===== config.mk =====
export PLATFORM = sky130hd
export DESIGN_NAME = expression_char_tokenizer_flat
export DESIGN_NICKNAME = d
export VERILOG_FILES = /design/src/hdl/ect_pkg.sv /design/src/hdl/ect_in_if.sv /design/src/hdl/ect_out_if.sv /design/src/hdl/expression_char_tokenizer.sv /design/src/hdl/ect_wbuf.sv /design/src/hdl/ect_mac.sv /design/src/flat_wrapper.sv
export SDC_FILE = /design/constraint.sdc
export NUM_CORES = 1
export LEC_CHECK = 0
export ABC_AREA = 1
export BUFFER_PORTS_ARGS = -buffer_cell sky130_fd_sc_hd__buf_4
export CAP_MARGIN = 20
export CORE_MARGIN = 2
export CORE_UTILIZATION = 36
export CTS_CLUSTER_DIAMETER = 200
export DETAILED_ROUTE_END_ITERATION = 16
export MAX_ROUTING_LAYER = met4
export PLACE_DENSITY = 0.51
export SLEW_MARGIN = 10
export SYNTH_ARGS = -nofsm -noshare
export SYNTH_HDL_FRONTEND = slang
export SYNTH_SLANG_ARGS = --single-unit

===== constraint.sdc =====
create_clock -name clk_i -period 6.9 [get_ports clk_i]
set_input_delay 1.38 -clock clk_i [delete_from_list [all_inputs] [get_ports clk_i]]
set_output_delay 1.38 -clock clk_i [all_outputs]
set_load 0.01 [all_outputs]

===== src/hdl/ect_pkg.sv =====
`timescale 1ns / 1ps

package ect_pkg;

  typedef logic [3:0] token_kind_t;

  localparam token_kind_t KIND_NUMBER = 4'd0;
  localparam token_kind_t KIND_WORD   = 4'd1;
  localparam token_kind_t KIND_PLUS   = 4'd2;
  localparam token_kind_t KIND_MINUS  = 4'd3;
  localparam token_kind_t KIND_MUL    = 4'd4;
  localparam token_kind_t KIND_DIV    = 4'd5;
  localparam token_kind_t KIND_POINT  = 4'd6;
  localparam token_kind_t KIND_LPAREN = 4'd7;
  localparam token_kind_t KIND_RPAREN = 4'd8;
  localparam token_kind_t KIND_END    = 4'd9;

  localparam int unsigned DEC_BASE = 10;

  typedef enum logic [1:0] {
    CC_OP,
    CC_DIGIT,
    CC_WORD
  } char_class_e;

  typedef struct packed {
    char_class_e cls;
    token_kind_t kind;
  } char_info_t;

  // Sort one character into operator, digit or word character.
  function automatic char_info_t classify(input logic [7:0] c);
    char_info_t info;
    info.cls  = CC_OP;
    info.kind = KIND_WORD;
    case (c)
      8'h2b: info.kind = KIND_PLUS;
      8'h2d: info.kind = KIND_MINUS;
      8'h2a: info.kind = KIND_MUL;
      8'h2f: info.kind = KIND_DIV;
      8'h2e: info.kind = KIND_POINT;
      8'h28: info.kind = KIND_LPAREN;
      8'h29: info.kind = KIND_RPAREN;
      default: begin
        if (c inside {[8'h30:8'h39]}) begin
          info.cls = CC_DIGIT;
        end else begin
          info.cls = CC_WORD;
        end
      end
    endcase
    return info;
  endfunction

endpackage


===== src/hdl/ect_in_if.sv =====
`timescale 1ns / 1ps

interface ect_in_if;
  logic       valid;
  logic       ready;
  logic [7:0] text_char;
  logic       end_of_text;

  modport source (output valid, output text_char, output end_of_text, input ready);
  modport sink (input valid, input text_char, input end_of_text, output ready);
endinterface


===== src/hdl/ect_out_if.sv =====
`timescale 1ns / 1ps

interface ect_out_if;
  import ect_pkg::*;

  logic               valid;
  logic               ready;
  token_kind_t        token_kind;
  logic signed [31:0] number_value;
  logic [7:0]         word_char;
  logic               word_truncated;
  logic               paren_mismatch;
  logic               token_done;
  logic               last;

  modport source (
    output valid, output token_kind, output number_value, output word_char,
    output word_truncated, output paren_mismatch, output token_done, output last,
    input ready
  );
  modport sink (
    input valid, input token_kind, input number_value, input word_char,
    input word_truncated, input paren_mismatch, input token_done, input last,
    output ready
  );
endinterface


===== src/hdl/expression_char_tokenizer.sv =====
`timescale 1ns / 1ps
// Sequence: a digit passes through the multiply-accumulate state; a word character is buffered at idle.
// An operator or end-of-text item passes through the number state, which emits any pending number,
// then a buffer read and an output state for each buffered word character, then the token state.
// An output stall holds the sequencer in its current output state.
// Throughput: one item at a time; the input is not ready until the sequencer is back at idle.
// Reset: asynchronous, active low; clears sequencer, counters and output valid.
module expression_char_tokenizer #(
  parameter int unsigned WORD_CHARS = 32,
  parameter int unsigned COUNT_BITS = 16
) (
  input  logic clk_i,
  input  logic rst_ni,
  ect_in_if.sink    in_i,
  ect_out_if.source out_o
);
  import ect_pkg::*;

  localparam int unsigned LEN_W  = $clog2(WORD_CHARS + 1);
  localparam int unsigned ADDR_W = $clog2(WORD_CHARS);

  typedef enum logic [2:0] {
    S_IDLE,
    S_MAC,
    S_NUM,
    S_WORD,
    S_WOUT,
    S_TOK
  } state_e;

  state_e            state_q;
  token_kind_t       pend_kind_q;
  logic              pend_end_q;
  logic [3:0]        digit_q;
  logic              num_active_q;
  logic              word_active_q;
  logic [LEN_W-1:0]  word_len_q;
  logic              word_ovf_q;
  logic [LEN_W-1:0]  rd_idx_q;
  logic [COUNT_BITS-1:0] open_q;
  logic [COUNT_BITS-1:0] close_q;

  // Output register
  logic               out_valid_q;
  token_kind_t        out_kind_q;
  logic [31:0]        out_num_q;
  logic [7:0]         out_char_q;
  logic               out_trunc_q;
  logic               out_mism_q;
  logic               out_done_q;
  logic               out_last_q;

  logic        accept;
  logic        slot_free;
  logic        emit;
  char_info_t  info;
  logic        buf_we;
  logic        buf_re;
  logic [7:0]  buf_rdata;
  logic        mac_clear;
  logic        mac_step;
  logic [31:0] acc;
  logic        word_fits;
  logic        last_char;

  assign in_i.ready = (state_q == S_IDLE);
  assign accept     = in_i.valid && in_i.ready;
  assign info       = classify(in_i.text_char);
  assign slot_free  = !out_valid_q || out_o.ready;
  assign word_fits  = (word_len_q < LEN_W'(WORD_CHARS));
  assign last_char  = ((rd_idx_q + LEN_W'(1)) == word_len_q);

  // A new output item loads this cycle.
  assign emit = slot_free && (((state_q == S_NUM) && num_active_q) ||
                              (state_q == S_WOUT) || (state_q == S_TOK));

  // Store a word character while the buffer has room.
  assign buf_we = accept && !in_i.end_of_text && (info.cls == CC_WORD) && word_fits;
  // Fetch the next buffered character during a word flush.
  assign buf_re = (state_q == S_WORD) && word_active_q;

  assign mac_step  = (state_q == S_MAC);
  assign mac_clear = (state_q == S_NUM) && num_active_q && slot_free;

  ect_wbuf #(
    .DEPTH (WORD_CHARS)
  ) u_wbuf (
    .clk_i   (clk_i),
    .we_i    (buf_we),
    .waddr_i (word_len_q[ADDR_W-1:0]),
    .wdata_i (in_i.text_char),
    .re_i    (buf_re),
    .raddr_i (rd_idx_q[ADDR_W-1:0]),
    .rdata_o (buf_rdata)
  );

  ect_mac u_mac (
    .clk_i   (clk_i),
    .rst_ni  (rst_ni),
    .clear_i (mac_clear),
    .step_i  (mac_step),
    .digit_i (digit_q),
    .acc_o   (acc)
  );

  always_ff @(posedge clk_i or negedge rst_ni) begin
    if (!rst_ni) begin
      state_q       <= S_IDLE;
      pend_kind_q   <= KIND_END;
      pend_end_q    <= 1'b0;
      digit_q       <= '0;
      num_active_q  <= 1'b0;
      word_active_q <= 1'b0;
      word_len_q    <= '0;
      word_ovf_q    <= 1'b0;
      rd_idx_q      <= '0;
      open_q        <= '0;
      close_q       <= '0;
      out_valid_q   <= 1'b0;
      out_kind_q    <= KIND_END;
      out_num_q     <= '0;
      out_char_q    <= '0;
      out_trunc_q   <= 1'b0;
      out_mism_q    <= 1'b0;
      out_done_q    <= 1'b0;
      out_last_q    <= 1'b0;
    end else begin
      // Drop the output item once taken, unless an emit below reloads it.
      if (out_valid_q && out_o.ready && !emit) begin
        out_valid_q <= 1'b0;
      end

      case (state_q)
        S_IDLE: begin
          if (accept) begin
            if (in_i.end_of_text) begin
              pend_kind_q <= KIND_END;
              pend_end_q  <= 1'b1;
              state_q     <= S_NUM;
            end else begin
              case (info.cls)
                CC_DIGIT: begin
                  digit_q      <= in_i.text_char[3:0];
                  num_active_q <= 1'b1;
                  state_q      <= S_MAC;
                end
                CC_WORD: begin
                  word_active_q <= 1'b1;
                  if (word_fits) begin
                    word_len_q <= word_len_q + LEN_W'(1);
                  end else begin
                    word_ovf_q <= 1'b1;
                  end
                end
                default: begin
                  pend_kind_q <= info.kind;
                  pend_end_q  <= 1'b0;
                  state_q     <= S_NUM;
                end
              endcase
            end
          end
        end

        S_MAC: begin
          state_q <= S_IDLE;
        end

        S_NUM: begin
          if (!num_active_q) begin
            state_q <= S_WORD;
          end else if (slot_free) begin
            out_valid_q  <= 1'b1;
            out_kind_q   <= KIND_NUMBER;
            out_num_q    <= acc;
            out_char_q   <= '0;
            out_trunc_q  <= 1'b0;
            out_mism_q   <= 1'b0;
            out_done_q   <= 1'b1;
            out_last_q   <= 1'b0;
            num_active_q <= 1'b0;
            state_q      <= S_WORD;
          end
        end

        S_WORD: begin
          // Read issued here; data shows up for the output cycle.
          state_q <= word_active_q ? S_WOUT : S_TOK;
        end

        S_WOUT: begin
          if (slot_free) begin
            out_valid_q <= 1'b1;
            out_kind_q  <= KIND_WORD;
            out_num_q   <= '0;
            out_char_q  <= buf_rdata;
            out_trunc_q <= word_ovf_q;
            out_mism_q  <= 1'b0;
            out_done_q  <= last_char;
            out_last_q  <= 1'b0;
            if (last_char) begin
              word_active_q <= 1'b0;
              word_len_q    <= '0;
              word_ovf_q    <= 1'b0;
              rd_idx_q      <= '0;
              state_q       <= S_TOK;
            end else begin
              rd_idx_q <= rd_idx_q + LEN_W'(1);
              state_q  <= S_WORD;
            end
          end
        end

        S_TOK: begin
          if (slot_free) begin
            out_valid_q <= 1'b1;
            out_kind_q  <= pend_kind_q;
            out_num_q   <= '0;
            out_char_q  <= '0;
            out_trunc_q <= 1'b0;
            out_mism_q  <= pend_end_q && (open_q != close_q);
            out_done_q  <= 1'b1;
            out_last_q  <= 1'b1;
            // Advance paren counters, or clear them at end of text.
            if (pend_end_q) begin
              open_q  <= '0;
              close_q <= '0;
            end else if (pend_kind_q == KIND_LPAREN) begin
              open_q <= open_q + COUNT_BITS'(1);
            end else if (pend_kind_q == KIND_RPAREN) begin
              close_q <= close_q + COUNT_BITS'(1);
            end
            state_q <= S_IDLE;
          end
        end

        default: begin
          state_q <= S_IDLE;
        end
      endcase
    end
  end

  assign out_o.valid          = out_valid_q;
  assign out_o.token_kind     = out_kind_q;
  assign out_o.number_value   = out_num_q;
  assign out_o.word_char      = out_char_q;
  assign out_o.word_truncated = out_trunc_q;
  assign out_o.paren_mismatch = out_mism_q;
  assign out_o.token_done     = out_done_q;
  assign out_o.last           = out_last_q;

endmodule


===== src/hdl/ect_wbuf.sv =====
`timescale 1ns / 1ps

module ect_wbuf #(
  parameter int unsigned DEPTH = 32
) (
  input  logic                     clk_i,
  input  logic                     we_i,
  input  logic [$clog2(DEPTH)-1:0] waddr_i,
  input  logic [7:0]               wdata_i,
  input  logic                     re_i,
  input  logic [$clog2(DEPTH)-1:0] raddr_i,
  output logic [7:0]               rdata_o
);

  logic [7:0] mem [DEPTH];
  logic [7:0] rdata_q;

  always_ff @(posedge clk_i) begin
    if (we_i) begin
      mem[waddr_i] <= wdata_i;
    end
    if (re_i) begin
      rdata_q <= mem[raddr_i];
    end
  end

  assign rdata_o = rdata_q;

endmodule


===== src/hdl/ect_mac.sv =====
`timescale 1ns / 1ps

module ect_mac (
  input  logic        clk_i,
  input  logic        rst_ni,
  input  logic        clear_i,
  input  logic        step_i,
  input  logic [3:0]  digit_i,
  output logic [31:0] acc_o
);
  import ect_pkg::*;

  logic [31:0] acc_q;
  logic [31:0] prod;

  // Multiply-accumulate by the decimal base, wrapping at 32 bits.
  assign prod = acc_q * 32'(DEC_BASE);

  always_ff @(posedge clk_i or negedge rst_ni) begin
    if (!rst_ni) begin
      acc_q <= '0;
    end else if (clear_i) begin
      acc_q <= '0;
    end else if (step_i) begin
      acc_q <= prod + 32'(digit_i);
    end
  end

  assign acc_o = acc_q;

endmodule


===== src/flat_wrapper.sv =====
// flat-port wrapper written by rule: the top's interface ports become plain ports
module expression_char_tokenizer_flat import ect_pkg::*;
#(
  parameter int unsigned WORD_CHARS = 32,
  parameter int unsigned COUNT_BITS = 16
)
  (clk_i, rst_ni, in_i_valid, in_i_text_char, in_i_end_of_text, in_i_ready, out_o_valid, out_o_token_kind, out_o_number_value, out_o_word_char, out_o_word_truncated, out_o_paren_mismatch, out_o_token_done, out_o_last, out_o_ready);
  ect_in_if in_i_i ();
  ect_out_if out_o_i ();
  input  logic clk_i;
  input  logic rst_ni;
  input wire logic [$bits(in_i_i.valid)-1:0] in_i_valid;
  input wire logic [$bits(in_i_i.text_char)-1:0] in_i_text_char;
  input wire logic [$bits(in_i_i.end_of_text)-1:0] in_i_end_of_text;
  output wire logic [$bits(in_i_i.ready)-1:0] in_i_ready;
  output wire logic [$bits(out_o_i.valid)-1:0] out_o_valid;
  output wire logic [$bits(out_o_i.token_kind)-1:0] out_o_token_kind;
  output wire logic [$bits(out_o_i.number_value)-1:0] out_o_number_value;
  output wire logic [$bits(out_o_i.word_char)-1:0] out_o_word_char;
  output wire logic [$bits(out_o_i.word_truncated)-1:0] out_o_word_truncated;
  output wire logic [$bits(out_o_i.paren_mismatch)-1:0] out_o_paren_mismatch;
  output wire logic [$bits(out_o_i.token_done)-1:0] out_o_token_done;
  output wire logic [$bits(out_o_i.last)-1:0] out_o_last;
  input wire logic [$bits(out_o_i.ready)-1:0] out_o_ready;
  assign in_i_i.valid = in_i_valid;
  assign in_i_i.text_char = in_i_text_char;
  assign in_i_i.end_of_text = in_i_end_of_text;
  assign in_i_ready = in_i_i.ready;
  assign out_o_valid = out_o_i.valid;
  assign out_o_token_kind = out_o_i.token_kind;
  assign out_o_number_value = out_o_i.number_value;
  assign out_o_word_char = out_o_i.word_char;
  assign out_o_word_truncated = out_o_i.word_truncated;
  assign out_o_paren_mismatch = out_o_i.paren_mismatch;
  assign out_o_token_done = out_o_i.token_done;
  assign out_o_last = out_o_i.last;
  assign out_o_i.ready = out_o_ready;
  expression_char_tokenizer #(.WORD_CHARS(WORD_CHARS), .COUNT_BITS(COUNT_BITS)) u_core (.clk_i(clk_i), .rst_ni(rst_ni), .in_i(in_i_i), .out_o(out_o_i));
endmodule

==> metrics, run 1 <==
ys flop type edfxtp_1; post-synthesis sequential area ratio 56.2%; CTS root buf clkbuf_16; share of cells above drive strength 1 10.7%; fin crit period 4340 ps; sum of negative setup slack 0 ps; MaxCap Viol Count 0; largest net degree at the start of global routing 101; ANT cells 0; Die Area 0.0585 mm²; CTS Hold Bufs 0; minimum hold slack 477 ps; Via-to-Cell Ratio 5.11; Max clock buf depth 3; Least-Margin Pin Slew 1080 ps; Final HPWL DP 39300 µm; Worst setup SP type input port; # fillers 5572; largest cells by area after synthesis edfxtp_1, dfrtp_1, nand2_1; RSZ-0062 raised after global routing no; clk slew on worst S/H paths 60 ps; Yosys top cell area share 38.9%; CTS tree yes; fin crit share 63.0%; CTS sink count 404; vias in the first global route 15300; area growth from synthesis to layout 13.6%; Placement Rows 87; Final Hold Fails 0; H-tree depth 2; synth unique cells 62; Setup Fix Bufs, Post-CTS 0; cell area after synthesis 0.0204 mm²; Worst EP required 7140 ps; Post-Synthesis Cells 2183; Crit path top cell by count nor2_1; Leak 9.61 nW; CTS resizes 0; crit path DAT 4580 ps; initial core utilization 36.2%; first-pass GRT wire length 88800 µm; final WL 57300 µm; die extent in y 242 µm; max-slew violations 0; WS Path Type input port to register; outcome complete, no violations; cell taking the most area after synthesis edfxtp_1; Skew-Pair Late Insertion Delay 620 ps; syn nets 2263; slowest CP cell nor2_1; Die W 242 µm; flop2flop setup slack 3300 ps; FFs w/ async S/R, synth 34.7%; cells along the critical path buf_4, nor2_1, nand2_1, inv_1, o311ai_1, nand2_1, nor2_1, nand4_1, nor2_1; gr usage total 20.1%; remaining antenna violation count 0; core region area 0.0562 mm²; via count 15500; Worst path max stage delay 940 ps; CTS buffer count 47; drt first-iter violations 1195; yosys warns 0; Mapped Avg Cell Area 9.32 µm²; WHS Path Cells 1; First-pass DRT Iterations 5; Overflow after GRT 0; CP Capture Type register; peak supply drop 0.214 mV; class of the worst hold path register to register; Yosys reg bits 404; crit-path max FO 34; antenna violations before repair 0; number of remaining DRC errors 0; Worst Clk Skew 51.7 ps; fmax 0.230 GHz; number of flops mapped to enable cells by yosys 264; IO Port Bufs 62; Final #Nets 2307; IO Pins 63; Wirelength per Cell 19.0 µm; Slew HR 27.7%; Worst R2R Path Depth 13; Power Dens Cells 392 mW/mm²; Final setup viols 0; GP Congestion 0.880
## final timing paths
| path | start | end |
|---|---|---|
| min in group asynchronous | rst_ni | u_core.close_q[11] |
| max in group asynchronous | rst_ni | u_core.rd_idx_q[0] |
| setup / recovery | in_i_text_char[7] | u_core.u_wbuf.mem[22][1] |
| setup reg to reg | u_core.rd_idx_q[0] | u_core.word_len_q[4] |
| hold / removal | u_core.u_wbuf.rdata_o[0] | u_core.out_o.word_char[0] |
| hold reg to reg | u_core.u_wbuf.rdata_o[0] | u_core.out_o.word_char[0] |
## worst max-delay path: cells and delay by family
family	cells	cell delay, ps
and+or+nand+nor	6	2600
buffers and inverters	2	480
AOI/OAI and AO/OA	1	90
## cells by family after synthesis
logic type	share of synthesized area, %
simple gates	20.1
compound gates	12.3
flops	56.2
buf+inv	6.05
fa+ha+maj	4.19
xor+xnor	1.16
## cells in the mapped netlist, types with 2 or more instances
master and number:
o41ai_1 2, buf_2 5, buf_6 2, nor3_1 22, fa_1 2, o21ai_1 17
a32o_1 4, buf_4 3, nand3_2 10, nand4_1 35, nor2_1 291, inv_2 15
a21oi_1 42, o21ai_2 6, ha_1 65, or2_0 2, a211oi_1 3, xnor2_1 14
nand4_2 2, inv_1 220, nand3b_1 2, buf_1 2, clkbuf_1 64, dfrtp_1 136
nor4_4 2, nor2_4 9, o21ai_0 223, dfstp_2 4, nor3_2 3, nand3_1 88
clkinv_1 5, nor2_2 17, o21bai_1 3, nand2_2 20, o32ai_1 7, nand2_1 418
edfxtp_1 264, a22o_1 18, o31ai_1 5, xor2_1 13, nor4_1 7, o22ai_1 91
## metal layers
| metal | wire, µm | global-route usage, % | part of all wire (%) | vias to the layer above |
|---|---|---|---|---|
| met5 | 0 | - | 0 | - |
| met4 | 1770 | 6.84 | 3.1 | 0 |
| met3 | 2860 | 2.69 | 5.0 | 102 |
| met2 | 26500 | 31.6 | 46 | 414 |
| met1 | 26200 | 26.7 | 46 | 7366 |
| li1 | - | - | - | 7569 |
## layout by cell type, fill, tap and decap left out, drive strengths merged, types with 2 or more instances in the layout
cell and n:
o41ai 2, xor2 13, a22o 18, clkinv 24, clkbuf 59, xnor2 14
inv 235, o21ai 246, o22ai 91, edfxtp 264, dfrtp 136, o32ai 7
o21bai 3, ha 65, nand3b 2, buf 73, nand4 38, nand3 98
a32o 4, a211oi 3, nor2 317, bufinv 5, or2 3, a21oi 44
o31ai 5, nor4 9, fa 2, dfstp 4, nand2 438, nor3 26
clkinvlp 4
## cell type report
class                           count  area (µm²)  share of cell area [%]
Inverter                          240         902                    3.90
Multi-Input combinational cell   1461        7700                    33.3
Clock buffer                       59        1230                    5.32
Tap cell                          756         946                    4.09
Timing Repair Buffer               73         549                    2.38
Clock inverter                     28         353                    1.53
Sequential cell                   404       11400                    49.5
## state kept, by name, indices dropped and copies added (netlist names), 3 cells and up
name,flops
u_core.pend_kind_q,4
u_core.u_wbuf.rdata_o,8
u_core.close_q,16
u_core.out_o.word_char,8
u_core.rd_idx_q,6
u_core.u_wbuf.mem,256
u_core.word_len_q,6
u_core.state_q,3
u_core.out_o.number_value,32
u_core.u_mac.acc_o,32
u_core.open_q,16
u_core.digit_q,4
u_core.out_o.token_kind,4
## report_power, final
part | switching [mW] | leakage (nW) | total (mW) | internal (mW)
combinational | 2.28 | 4.68 | 3.31 | 1.03
clock | 1.05 | 0.756 | 2.53 | 1.47
sequential | 0.354 | 4.18 | 3.24 | 2.89
## per-stage QoR
step	cell area [µm²]	instances	worst slack (ps)	total power, mW	utilization [%]
2_1_floorplan	20400	2183	3740	5.41	-
3_3_place_gp	21500	2932	2110	6.57	38.3
3_5_place_dp	21500	2932	1970	6.60	38.3
4_1_cts	23100	3019	2600	9.17	41.1
5_1_grt	23100	3021	2420	9.67	41.2
6_report	23100	3021	2560	9.07	41.2
(Power assumes the default switching activity.)
==> run 2: changes to the inputs <==
--- a/config.mk
+++ b/config.mk
@@ -13,7 +13,7 @@
 export CTS_CLUSTER_DIAMETER = 200
 export DETAILED_ROUTE_END_ITERATION = 16
 export MAX_ROUTING_LAYER = met4
-export PLACE_DENSITY = 0.51
+export PLACE_DENSITY = 0.53
 export SLEW_MARGIN = 10
 export SYNTH_ARGS = -nofsm -noshare
 export SYNTH_HDL_FRONTEND = slang
==> constraint.sdc (replaced) <==
create_clock -name clk_i -period 3.8 [get_ports clk_i]
set_input_delay 0.76 -clock clk_i [delete_from_list [all_inputs] [get_ports clk_i]]
set_output_delay 0.76 -clock clk_i [all_outputs]
set_load 0.01 [all_outputs]
==> metrics, run 2 (synthesis results as in run 1) <==
outcome complete, no violations; antenna violations before repair 1; drt first-iter violations 1446; P_int 9.72 mW; GP Congestion 0.922; CTS Hold Bufs 0; Worst setup SP type register; CP Capture Type register; Power Dens Cells 698 mW/mm²; IO Pins 63; Largest Register u_core.u_wbuf.mem; crit-path max FO 5; Logic pwr share 37.2%; MaxCap Viol Count 0; gr usage total 20.2%; dpl ws 602 ps; RSZ-0062 raised after global routing no; Core Util, Final 41.8%; Largest register FFs 256; fin crit period 3140 ps; fin crit share 82.7%; die extent in y 242 µm; Final Hold Fails 0; most frequent cells in the layout nand2_1, nor2_1, edfxtp_1; H-tree depth 2; Final HPWL DP 40200 µm; Switching Share 40.7%; final WL 57500 µm; Max clock buf depth 3; max-slew violations 0; Worst Clk Skew 29.4 ps; via count 15900; sequential fraction of design power 35.9%; share of cells above drive strength 1 12.7%; Setup Fix Bufs, Post-CTS 0; area growth from synthesis to layout 15.3%; Slew HR 32.6%; CTS sink count 404; CTS buffer count 45; vias in the first global route 15700; Die W 242 µm; initial core utilization 36.2%; number of remaining DRC errors 0; clk slew on worst S/H paths 60 ps; Least-Margin Pin Slew 1010 ps; Via-to-Cell Ratio 5.18; Placement Rows 87; largest net degree at the start of global routing 78; Skew-Pair Late Insertion Delay 610 ps; Worst EP required 4240 ps; Final setup viols 0; Overflow after GRT 0; NetSw 6.66 mW; First-pass DRT Iterations 4; CTS root buf clkbuf_16; crit path DAT 3590 ps; Leak 9.87 nW; Final #Nets 2358; WS Path Type register to register; first-pass GRT wire length 90600 µm; remaining antenna violation count 0; core region area 0.0562 mm²; peak supply drop 0.326 mV; class of the worst hold path input port to asynchronous set/reset pin; Setup WS post-layout 656 ps; CTS tree yes; fmax 0.318 GHz; CTS resizes 0; IO Port Bufs 62; Die Area 0.0585 mm²; clock network fraction of total power 26.9%; sum of negative setup slack 0 ps; most common cell after layout, fill and taps aside nand2_1; Wirelength per Cell 18.7 µm
run 2: layout make-up:
type / instances / area [µm²]
Fill cell: 5580 / 32700
Sequential cell: 404 / 11400
Multi-Input combinational cell: 1461 / 7700
Clock buffer: 53 / 1160
Timing Repair Buffer: 126 / 972
Tap cell: 756 / 946
Inverter: 240 / 902
Clock inverter: 29 / 337
Antenna cell: 1 / 2.50
run 2: worst paths after layout:
path	from	endpoint	slack, ps	cells past startpoint
max in group asynchronous	rst_ni	u_core.out_o.token_kind[3]	2740	2
setup reg to reg	u_core.u_mac.acc_o[1]	u_core.u_mac.acc_o[21]	660	16
min in group clk_i	in_i_text_char[5]	u_core.u_wbuf.mem[17][5]	420	1
hold reg to reg	u_core.u_wbuf.rdata_o[7]	u_core.out_o.word_char[7]	480	1
setup / recovery	u_core.u_mac.acc_o[1]	u_core.u_mac.acc_o[21]	660	16
hold / removal	rst_ni	u_core.out_o.number_value[15]	210	1
run 2: power by group through the flow:
stage                     clock network [mW]  logic [mW]  registers, mW
final                                   4.41        6.10           5.88
after global routing                    4.68        6.80           5.96
after CTS                               4.51        6.12           5.87
after detailed placement                   0        6.09           5.95
after global placement                     0        6.05           5.94
after floorplan                            0        4.12           5.70
run 2: per-stage QoR:
step / hold WS [ps] / cell area (µm²) / instances / power (mW)
2_1_floorplan: 450 / 20400 / 2183 / 9.82
3_3_place_gp: 464 / 22000 / 2986 / 12.0
3_5_place_dp: 471 / 22000 / 2986 / 12.0
4_1_cts: 235 / 23500 / 3068 / 16.5
5_1_grt: 265 / 23500 / 3070 / 17.4
6_report: 208 / 23500 / 3070 / 16.4
run 2: per-layer routing:
layer	vias to the layer above	global-route usage, %	wire [µm]
met4	0	6.83	1730
met3	105	2.89	3010
met5	-	-	0
met2	426	31.5	26300
met1	7716	27.1	26400
li1	7668	-	-
run 2: critical path, cell delays in order (launching register included):
cell     delay, ps
dfrtp_1        400
ha_1           310
ha_1           260
fa_1           530
nand2_1         70
inv_1           90
nand2_1         90
nor2_2         110
nand3_1        120
nor2_2         170
nand3_2        150
nor2_2         160
nand4_2        170
nor2_4         180
nand2_1         70
nand3_1         80
o21ai_1         60
